$ cat src/hdl/assert_macros.svh
// Assertion helpers included by the bounded_deque top level.
`ifndef ASSERT_MACROS_SVH
`define ASSERT_MACROS_SVH

// The consequent must hold in the same cycle as the antecedent.
`define ASSERT_SAME(name, clk, rst, ante, cons, msg) \
  name: assert property (@(posedge clk) disable iff (rst) (ante) |-> (cons)) else $error(msg);

// The consequent must hold in the cycle after the antecedent.
`define ASSERT_NEXT(name, clk, rst, ante, cons, msg) \
  name: assert property (@(posedge clk) disable iff (rst) (ante) |=> (cons)) else $error(msg);

`endif

$ cat src/hdl/bdq_pkg.sv
package bdq_pkg;

  // Ring buffer geometry.
  localparam int DEPTH = 16;
  localparam int PTR_W = $clog2(DEPTH);
  localparam int CNT_W = $clog2(DEPTH + 1);
  localparam int CAP_W = 5;
  localparam int CMP_W = (CNT_W > CAP_W) ? CNT_W : CAP_W;

  // Operation codes.
  localparam logic [2:0] OP_PUSH_FRONT = 3'd0;
  localparam logic [2:0] OP_PUSH_REAR  = 3'd1;
  localparam logic [2:0] OP_POP_FRONT  = 3'd2;
  localparam logic [2:0] OP_POP_REAR   = 3'd3;
  localparam logic [2:0] OP_PEEK_FRONT = 3'd4;
  localparam logic [2:0] OP_PEEK_REAR  = 3'd5;

  // Status codes.
  localparam logic [1:0] ST_OK    = 2'd0;
  localparam logic [1:0] ST_FULL  = 2'd1;
  localparam logic [1:0] ST_EMPTY = 2'd2;

  typedef struct packed {
    logic [2:0]         opcode;
    logic signed [31:0] value;
  } req_t;

  typedef struct packed {
    logic signed [31:0] data;
    logic [1:0]         status;
  } rsp_t;

  typedef enum logic {
    S_IDLE,
    S_EXEC
  } ctrl_state_t;

  // Commands from the controller to the datapath.
  typedef struct packed {
    logic load;
    logic exec;
  } dq_cmd_t;

  // Status from the datapath to the controller.
  typedef struct packed {
    logic out_busy;
  } dq_sts_t;

endpackage

$ cat src/hdl/bdq_ctrl.sv
module bdq_ctrl
  import bdq_pkg::*;
(
  input  logic    clk,
  input  logic    rst,
  input  logic    req_valid,
  output logic    req_stall,
  input  dq_sts_t sts,
  output dq_cmd_t cmd
);

  ctrl_state_t state, state_next;

  // State register.
  always_ff @(posedge clk) begin
    if (rst) begin
      state <= S_IDLE;
    end else begin
      state <= state_next;
    end
  end

  // Next state and commands. An item is latched in idle and applied once the
  // output register can take its result.
  always_comb begin
    state_next = state;
    cmd        = '0;
    req_stall  = 1'b1;
    unique case (state)
      S_IDLE: begin
        req_stall = 1'b0;
        if (req_valid) begin
          cmd.load   = 1'b1;
          state_next = S_EXEC;
        end
      end
      S_EXEC: begin
        if (!sts.out_busy) begin
          cmd.exec   = 1'b1;
          state_next = S_IDLE;
        end
      end
      default: begin
        state_next = S_IDLE;
      end
    endcase
  end

endmodule

$ cat src/hdl/bdq_datapath.sv
module bdq_datapath
  import bdq_pkg::*;
(
  input  logic             clk,
  input  logic             rst,
  input  logic             cfg_we,
  input  logic [CAP_W-1:0] cfg_data,
  input  req_t             req,
  input  dq_cmd_t          cmd,
  output dq_sts_t          sts,
  output logic             rsp_valid,
  input  logic             rsp_stall,
  output rsp_t             rsp
);

  logic signed [31:0] mem [DEPTH];
  logic signed [31:0] rd_data;
  logic [PTR_W-1:0]   rd_addr;
  logic [PTR_W-1:0]   head, head_next;
  logic [CNT_W-1:0]   occ, occ_next;
  logic [CAP_W-1:0]   capacity;
  req_t               item;
  rsp_t               result;
  logic               wr_en;
  logic [PTR_W-1:0]   wr_addr;
  logic [CNT_W:0]     tail_sum;
  logic [PTR_W-1:0]   tail;
  logic [PTR_W-1:0]   rear;
  logic [PTR_W-1:0]   head_dec;
  logic [PTR_W-1:0]   head_inc;
  logic [CMP_W-1:0]   cap_ext;
  logic [CMP_W-1:0]   depth_ext;
  logic [CMP_W-1:0]   limit;
  logic               full;
  logic               empty;

  // Capacity register.
  always_ff @(posedge clk) begin
    if (rst) begin
      capacity <= CAP_W'(DEPTH > 16 ? 16 : DEPTH);
    end else if (cfg_we) begin
      capacity <= cfg_data;
    end
  end

  // Ring positions: slot after the rear, the rear, and the neighbors of head.
  always_comb begin
    tail_sum = (CNT_W + 1)'(head) + (CNT_W + 1)'(occ);
    if (tail_sum >= (CNT_W + 1)'(DEPTH)) begin
      tail = PTR_W'(tail_sum - (CNT_W + 1)'(DEPTH));
    end else begin
      tail = PTR_W'(tail_sum);
    end
    rear     = (tail == '0) ? PTR_W'(DEPTH - 1) : tail - PTR_W'(1);
    head_dec = (head == '0) ? PTR_W'(DEPTH - 1) : head - PTR_W'(1);
    head_inc = (head == PTR_W'(DEPTH - 1)) ? '0 : head + PTR_W'(1);
  end

  // Occupancy limit saturates at the ring depth.
  always_comb begin
    cap_ext   = CMP_W'(capacity);
    depth_ext = CMP_W'(DEPTH);
    limit     = (cap_ext > depth_ext) ? depth_ext : cap_ext;
    full      = CMP_W'(occ) >= limit;
    empty     = occ == '0;
  end

  // Peek address is chosen from the incoming transaction so the registered
  // read is ready in the execute cycle.
  assign rd_addr = (req.opcode == OP_PEEK_FRONT) ? head : rear;

  // Item register and entry read.
  always_ff @(posedge clk) begin
    if (cmd.load) begin
      item    <= req;
      rd_data <= mem[rd_addr];
    end
  end

  // Execute the latched item: pointer updates, entry write and result.
  always_comb begin
    head_next     = head;
    occ_next      = occ;
    wr_en         = 1'b0;
    wr_addr       = tail;
    result.data   = '0;
    result.status = ST_OK;
    case (item.opcode)
      OP_PUSH_FRONT, OP_PUSH_REAR: begin
        if (full) begin
          result.status = ST_FULL;
        end else begin
          wr_en    = 1'b1;
          occ_next = occ + CNT_W'(1);
          if (item.opcode == OP_PUSH_FRONT) begin
            head_next = head_dec;
            wr_addr   = head_dec;
          end
        end
      end
      OP_POP_FRONT, OP_POP_REAR: begin
        if (empty) begin
          result.status = ST_EMPTY;
        end else begin
          occ_next = occ - CNT_W'(1);
          if (item.opcode == OP_POP_FRONT) begin
            head_next = head_inc;
          end
        end
      end
      OP_PEEK_FRONT, OP_PEEK_REAR: begin
        if (empty) begin
          result.status = ST_EMPTY;
          result.data   = -32'sd1;
        end else begin
          result.data = rd_data;
        end
      end
      default: begin
      end
    endcase
  end

  // Entry memory write.
  always_ff @(posedge clk) begin
    if (cmd.exec && wr_en) begin
      mem[wr_addr] <= item.value;
    end
  end

  // Ring pointers.
  always_ff @(posedge clk) begin
    if (rst) begin
      head <= '0;
      occ  <= '0;
    end else if (cmd.exec) begin
      head <= head_next;
      occ  <= occ_next;
    end
  end

  // Output register; holds its transaction while stalled.
  always_ff @(posedge clk) begin
    if (rst) begin
      rsp_valid <= 1'b0;
    end else if (cmd.exec) begin
      rsp_valid <= 1'b1;
    end else if (!rsp_stall) begin
      rsp_valid <= 1'b0;
    end
  end

  always_ff @(posedge clk) begin
    if (cmd.exec) begin
      rsp <= result;
    end
  end

  assign sts.out_busy = rsp_valid && rsp_stall;

endmodule

$ cat src/hdl/bounded_deque.sv
// Bounded double-ended queue of signed 32-bit values held in a ring buffer of
// 16 entries. Every request transaction (push front/rear, pop front/rear,
// peek front/rear) gives exactly one response transaction with data and a
// status of ok, full or empty. One request is in work at a time: it is
// latched and its entry read from the memory in the accept cycle, and applied
// once the output register can take its result, so no new request is taken
// before the previous one has been applied. The registered read port of the
// entry memory lies ahead of the pointer update. A new request is accepted
// while the previous response still waits in the output register. The
// capacity register (reset 16, values above 16 act as 16) is written through
// cfg_we and cfg_data; the user must write it only while the block is idle,
// which the block itself does not enforce. No clearing pass is needed after
// reset.
`include "assert_macros.svh"

module bounded_deque
  import bdq_pkg::*;
(
  input  logic             clk,
  input  logic             rst,
  input  logic             cfg_we,
  input  logic [CAP_W-1:0] cfg_data,
  input  logic             req_valid,
  output logic             req_stall,
  input  req_t             req,
  output logic             rsp_valid,
  input  logic             rsp_stall,
  output rsp_t             rsp
);

  dq_cmd_t cmd;
  dq_sts_t sts;

  // Sequencing of each transaction.
  bdq_ctrl u_ctrl (
    .clk       (clk),
    .rst       (rst),
    .req_valid (req_valid),
    .req_stall (req_stall),
    .sts       (sts),
    .cmd       (cmd)
  );

  // Ring buffer, pointers and output register.
  bdq_datapath u_datapath (
    .clk       (clk),
    .rst       (rst),
    .cfg_we    (cfg_we),
    .cfg_data  (cfg_data),
    .req       (req),
    .cmd       (cmd),
    .sts       (sts),
    .rsp_valid (rsp_valid),
    .rsp_stall (rsp_stall),
    .rsp       (rsp)
  );

  // An accepted request blocks the next one in the following cycle.
  `ASSERT_NEXT(a_busy_after_accept, clk, rst, req_valid && !req_stall, req_stall, "request taken back to back")

  // A result is never written over one that is still stalled.
  `ASSERT_SAME(a_no_overwrite, clk, rst, cmd.exec, !(rsp_valid && rsp_stall), "response overwritten")

  // Full responses carry zero data; only an empty peek returns nonzero data with a non-ok status.
  `ASSERT_SAME(a_full_data_zero, clk, rst, rsp_valid && rsp.status == ST_FULL, rsp.data == 32'sd0, "full response carries data")

  // An execute always leaves a valid response behind.
  `ASSERT_NEXT(a_exec_gives_rsp, clk, rst, cmd.exec, rsp_valid, "execute without response")

endmodule

$ cat config.mk
export PLATFORM = sky130hd
export DESIGN_NAME = bounded_deque
export DESIGN_NICKNAME = d
export VERILOG_FILES = /design/src/hdl/bdq_pkg.sv /design/src/hdl/bdq_ctrl.sv /design/src/hdl/bdq_datapath.sv /design/src/hdl/bounded_deque.sv
export VERILOG_INCLUDE_DIRS = /design/src /design/src/hdl
export SDC_FILE = /design/constraint.sdc
export NUM_CORES = 1
export LEC_CHECK = 0
export ABC_AREA = 1
export BUFFER_PORTS_ARGS = -buffer_cell sky130_fd_sc_hd__clkbuf_2
export CORE_MARGIN = 2
export CORE_UTILIZATION = 50
export DETAILED_ROUTE_END_ITERATION = 8
export GPL_TIMING_DRIVEN = 0
export HOLD_SLACK_MARGIN = 0.03
export MAX_ROUTING_LAYER = met4
export PLACE_DENSITY = 0.66
export SLEW_MARGIN = 15
export SYNTH_ARGS = -nofsm -noshare
export SYNTH_HDL_FRONTEND = slang
export SYNTH_SLANG_ARGS = --single-unit
$ cat constraint.sdc
create_clock -name clk -period 7.1 [get_ports clk]
set_clock_uncertainty 0.15 [all_clocks]
set_input_delay 1.42 -clock clk [delete_from_list [all_inputs] [get_ports clk]]
set_output_delay 1.42 -clock clk [all_outputs]
set_load 0.01 [all_outputs]
==> key figures <==
Worst setup path
  • Crit Path Category: in2reg
  • CP most frequent cell: sky130_fd_sc_hd__buf_16
  • Launch point of the critical path: rsp_stall
  • Number of cell instances on the worst register-to-register path: 13
  • Crit path buf inv count: 3
  • R2R Path Start: u_datapath.cap_ext[1]$_SDFFE_PP0P_
  • Slowest library cell on the worst path: sky130_fd_sc_hd__nor2_4
  • Top Family by Delay on Critical Path: simple AND/OR/NAND/NOR gates
  • Capturing element type of the critical path: flop
  • Highest net fanout along the worst path: 17
  • Arrival @ worst endpoint: 4.09 ns
  • Cell-by-cell listing of the critical path: clkbuf_2 -> a21oi_4 -> buf_16 -> nand2_1 -> nor2_1 -> nand3_1 -> nor2_4 -> buf_16
  • Critical Path RT: 7.24 ns
  • Number of gates on the worst path with buffers counted: 8
  • Crit start category: primary input
  • Biggest cell delay along the critical path: 0.78 ns

Hold path
  • Hold Crit Class: reg2reg
  • Startpoint of the tightest hold check path: u_datapath.cap_ext[0]$_SDFFE_PP0P_
  • Hold Path Stages: 2

STA
  • Total Neg Setup Slack: 0 ns
  • Final hold viol count: 0
  • Timing-limited maximum frequency: 0.254 GHz
  • Final cycle utilization of the critical path: 55.5%
  • Min cycle time layout: slightly below 4 ns
  • RSZ-0062 raised after global routing: no
  • Setup violations, final: 0
  • Tightest Pin Transition: 1.07 ns
  • Pins Over Slew Limit: 0
  • Worst max-slew margin expressed relative to the limit: between 20% and 30%

Drt
  • First drt pass iteration count: 6
  • Number of DRC violations after detailed-routing iteration 0: 2,043
  • Average detailed-routed wire length per instance: 20.7 um
  • Total Wirelength: about 74,000 um
  • Number of DRC violations after detailed routing: 0
  • Via total after detailed routing: just under 20,000
  • Number of vias per cell: ~5.4
  • Number of nets with antenna violations after detailed routing: 0

CTS
  • Clock slew at reported path FFs: roughly 0.06 ns
  • Num Clock Sinks: 629
  • Number of buffers between clock root and the deepest sink: 3
  • CTS tree: yes
  • Number of buffers added by the clock tree synthesis step: 66
  • Post-CTS setup buffers: 0
  • Clock latency on the worst-skew pair: 0.60 ns
  • CTS Hold Bufs: 0
  • CTS H-tree depth: 3
  • Root Buffer: sky130_fd_sc_hd__clkbuf_16
  • Post-CTS sizing: 0

Floorplan
  • Cell Rows: 86
  • Starting density of the core: approximately 50%
  • Die Width: 239 um
  • Die Footprint: 57,100 sq um
  • Die Height: between 200 and 250 um
  • I/O pin cnt: 81
  • Placeable Area: 54,900 sq um

Cells and area
  • Commonest non-fill, non-tap cell in the layout: sky130_fd_sc_hd__nand2_1
  • Highest-count cells in the layout ignoring fill and taps: sky130_fd_sc_hd__nand2_1, sky130_fd_sc_hd__edfxtp_1, sky130_fd_sc_hd__nand3_1
  • Number of filler instances in the final layout: about 4,500
  • Nets@finish: 2,906
  • Layout Utilization: about 57%
  • Ratio of cells with drive above 1 in the final layout: between 10% and 20%
  • Post-layout instance count excluding filler cells: approximately 3,600
  • Layout overhead on the synthesized area: 14.1%

Global route
  • First-pass GRT wire length: 112,000 um
  • Maximum number of pins on one net before global-route repair: 25
  • Antenna violations before repair: 4
  • GRT Overall Usage: 27.3%
  • Grt ovf: 0
  • Number of global-route vias before repair: around 19,000

Synthesis
  • Complex-gate fraction of the synthesized area: 0.644%
  • Mux cell area share after synthesis: 0%
  • Ys Warns: 0
  • Combinational family with the most area after synthesis: simple AND/OR/NAND/NOR gates
  • Post-synthesis sequential element count: 629
  • Top flip-flop cell by instance count after synthesis: sky130_fd_sc_hd__edfxtp_1
  • Proportion of netlist area held by the largest area contributor: 66.7%
  • EDFF count, synth: about 610
  • Post-Synth XOR/XNOR Area: 0.222%
  • Synthesized area: 27,600 sq um
  • Post-synthesis instance total: 2,677
  • Post-Syn Nets: 2,739
  • Asr flop ratio synth: 0%
  • Cell types occupying the most area after synthesis: sky130_fd_sc_hd__edfxtp_1, sky130_fd_sc_hd__nand3_1, sky130_fd_sc_hd__nand2_1
  • Count of distinct cell types in the synthesized netlist: 31
  • Synthesized-area fraction occupied by adder cells: 0.825%
  • Post-synth top area cell: sky130_fd_sc_hd__edfxtp_1
  • Simple-gate share of the synthesized area: 20.8%
  • Mean post-synth cell area: 10.3 sq um
  • Seq/Total Area, Yosys: roughly two thirds

Power and ir drop
  • Areal power density over the cells: 275 nW/um^2
  • Peak supply drop: between 0.15 and 0.2 mV
  • P_leak: 13.8 nW

Place
  • Final Wtd Congestion: 0.916
  • DP Cell Count: 3,480
  • PortBufs: 79
  • Final HPWL from detailed placement: 50,100 um

Outcome
  • Outcome: finished, final reports clean

Run
  • Reported max-cap violation count: 0
## worst reg2reg max path, delay by kind of cell (launching register included)
kind,cells,cell delay [ns]
flops,1,0.32
fa+ha+maj,1,0.18
simple gates,10,2.27
buf+inv,1,0.26
compound gates,1,0.34
## final cells by class
class	count	area, sq um	area share (%)
Clock inverter	26	174	0.552
Timing Repair Buffer	99	863	2.74
Clock buffer	89	1840	5.85
Sequential cell	629	18700	59.5
Buffer	132	614	1.95
Antenna cell	2	5.00	0.0159
Tap cell	704	881	2.80
Multi-Input combinational cell	1367	6330	20.1
Inverter	549	2060	6.54
## synthesized netlist by cell type (10+ instances only)
cell type                  number
sky130_fd_sc_hd__inv_1        545
sky130_fd_sc_hd__o21ai_0       13
sky130_fd_sc_hd__buf_1         10
sky130_fd_sc_hd__nand3_1      602
sky130_fd_sc_hd__a21oi_1       14
sky130_fd_sc_hd__clkbuf_1      33
sky130_fd_sc_hd__buf_2         85
sky130_fd_sc_hd__nor2_1        38
sky130_fd_sc_hd__ha_1          15
sky130_fd_sc_hd__nand2_1      653
sky130_fd_sc_hd__edfxtp_1     613
sky130_fd_sc_hd__dfxtp_1       16
## stage by stage
step / hold slack, ns / total power [W] / cell area, sq um / setup WS (ns)
6_report: 0.341 / 0.00867 / 31500 / 3.16
5_1_grt: 0.375 / 0.00896 / 31500 / 3.00
4_1_cts: 0.339 / 0.00869 / 31500 / 3.17
3_5_place_dp: 0.329 / 0.00544 / 29500 / 2.55
3_3_place_gp: 0.314 / 0.00539 / 28900 / -0.768
2_1_floorplan: 0.300 / 0.00497 / 27600 / 2.12
## state kept, by name (all words and copies together), names as in the netlist
signal and cells:
u_datapath.mem 512, u_datapath.item 35, u_datapath.rsp 34, u_datapath.rd_data 32, u_datapath.cap_ext 5, u_datapath.occ 5, u_datapath.head 4, u_ctrl.state 1
u_datapath.rsp_valid 1
## kinds of logic after synthesis
group	count (synthesis)
fa+ha+maj	17
compound gates	33
xor+xnor	7
flops	629
simple gates	1310
buf+inv	681
## final timing paths
path,slack [ns],to
setup reg to reg,3.29,u_datapath.mem[5][22]$_DFFE_PP_
setup / recovery,3.16,u_datapath.mem[5][22]$_DFFE_PP_
hold / removal,0.34,u_datapath.cap_ext[0]$_SDFFE_PP0P_
hold reg to reg,0.34,u_datapath.cap_ext[0]$_SDFFE_PP0P_
## per-layer routing
metal / vias up / wire (um) / GRT usage, %
li1: 9065 / - / -
met1: 9290 / 30100 / 35.5
met2: 1021 / 33900 / 42.0
met3: 199 / 7180 / 4.92
met4: 0 / 3150 / 12.3
met5: - / 0 / -
## where the power goes
group          leakage, nW  switching (W)  internal, W
sequential            5.70      0.0000743      0.00419
combinational         7.12       0.000811     0.000303
clock                0.983        0.00140      0.00189
total                 13.8        0.00229      0.00639
Power figures use the tool's default switching activity.
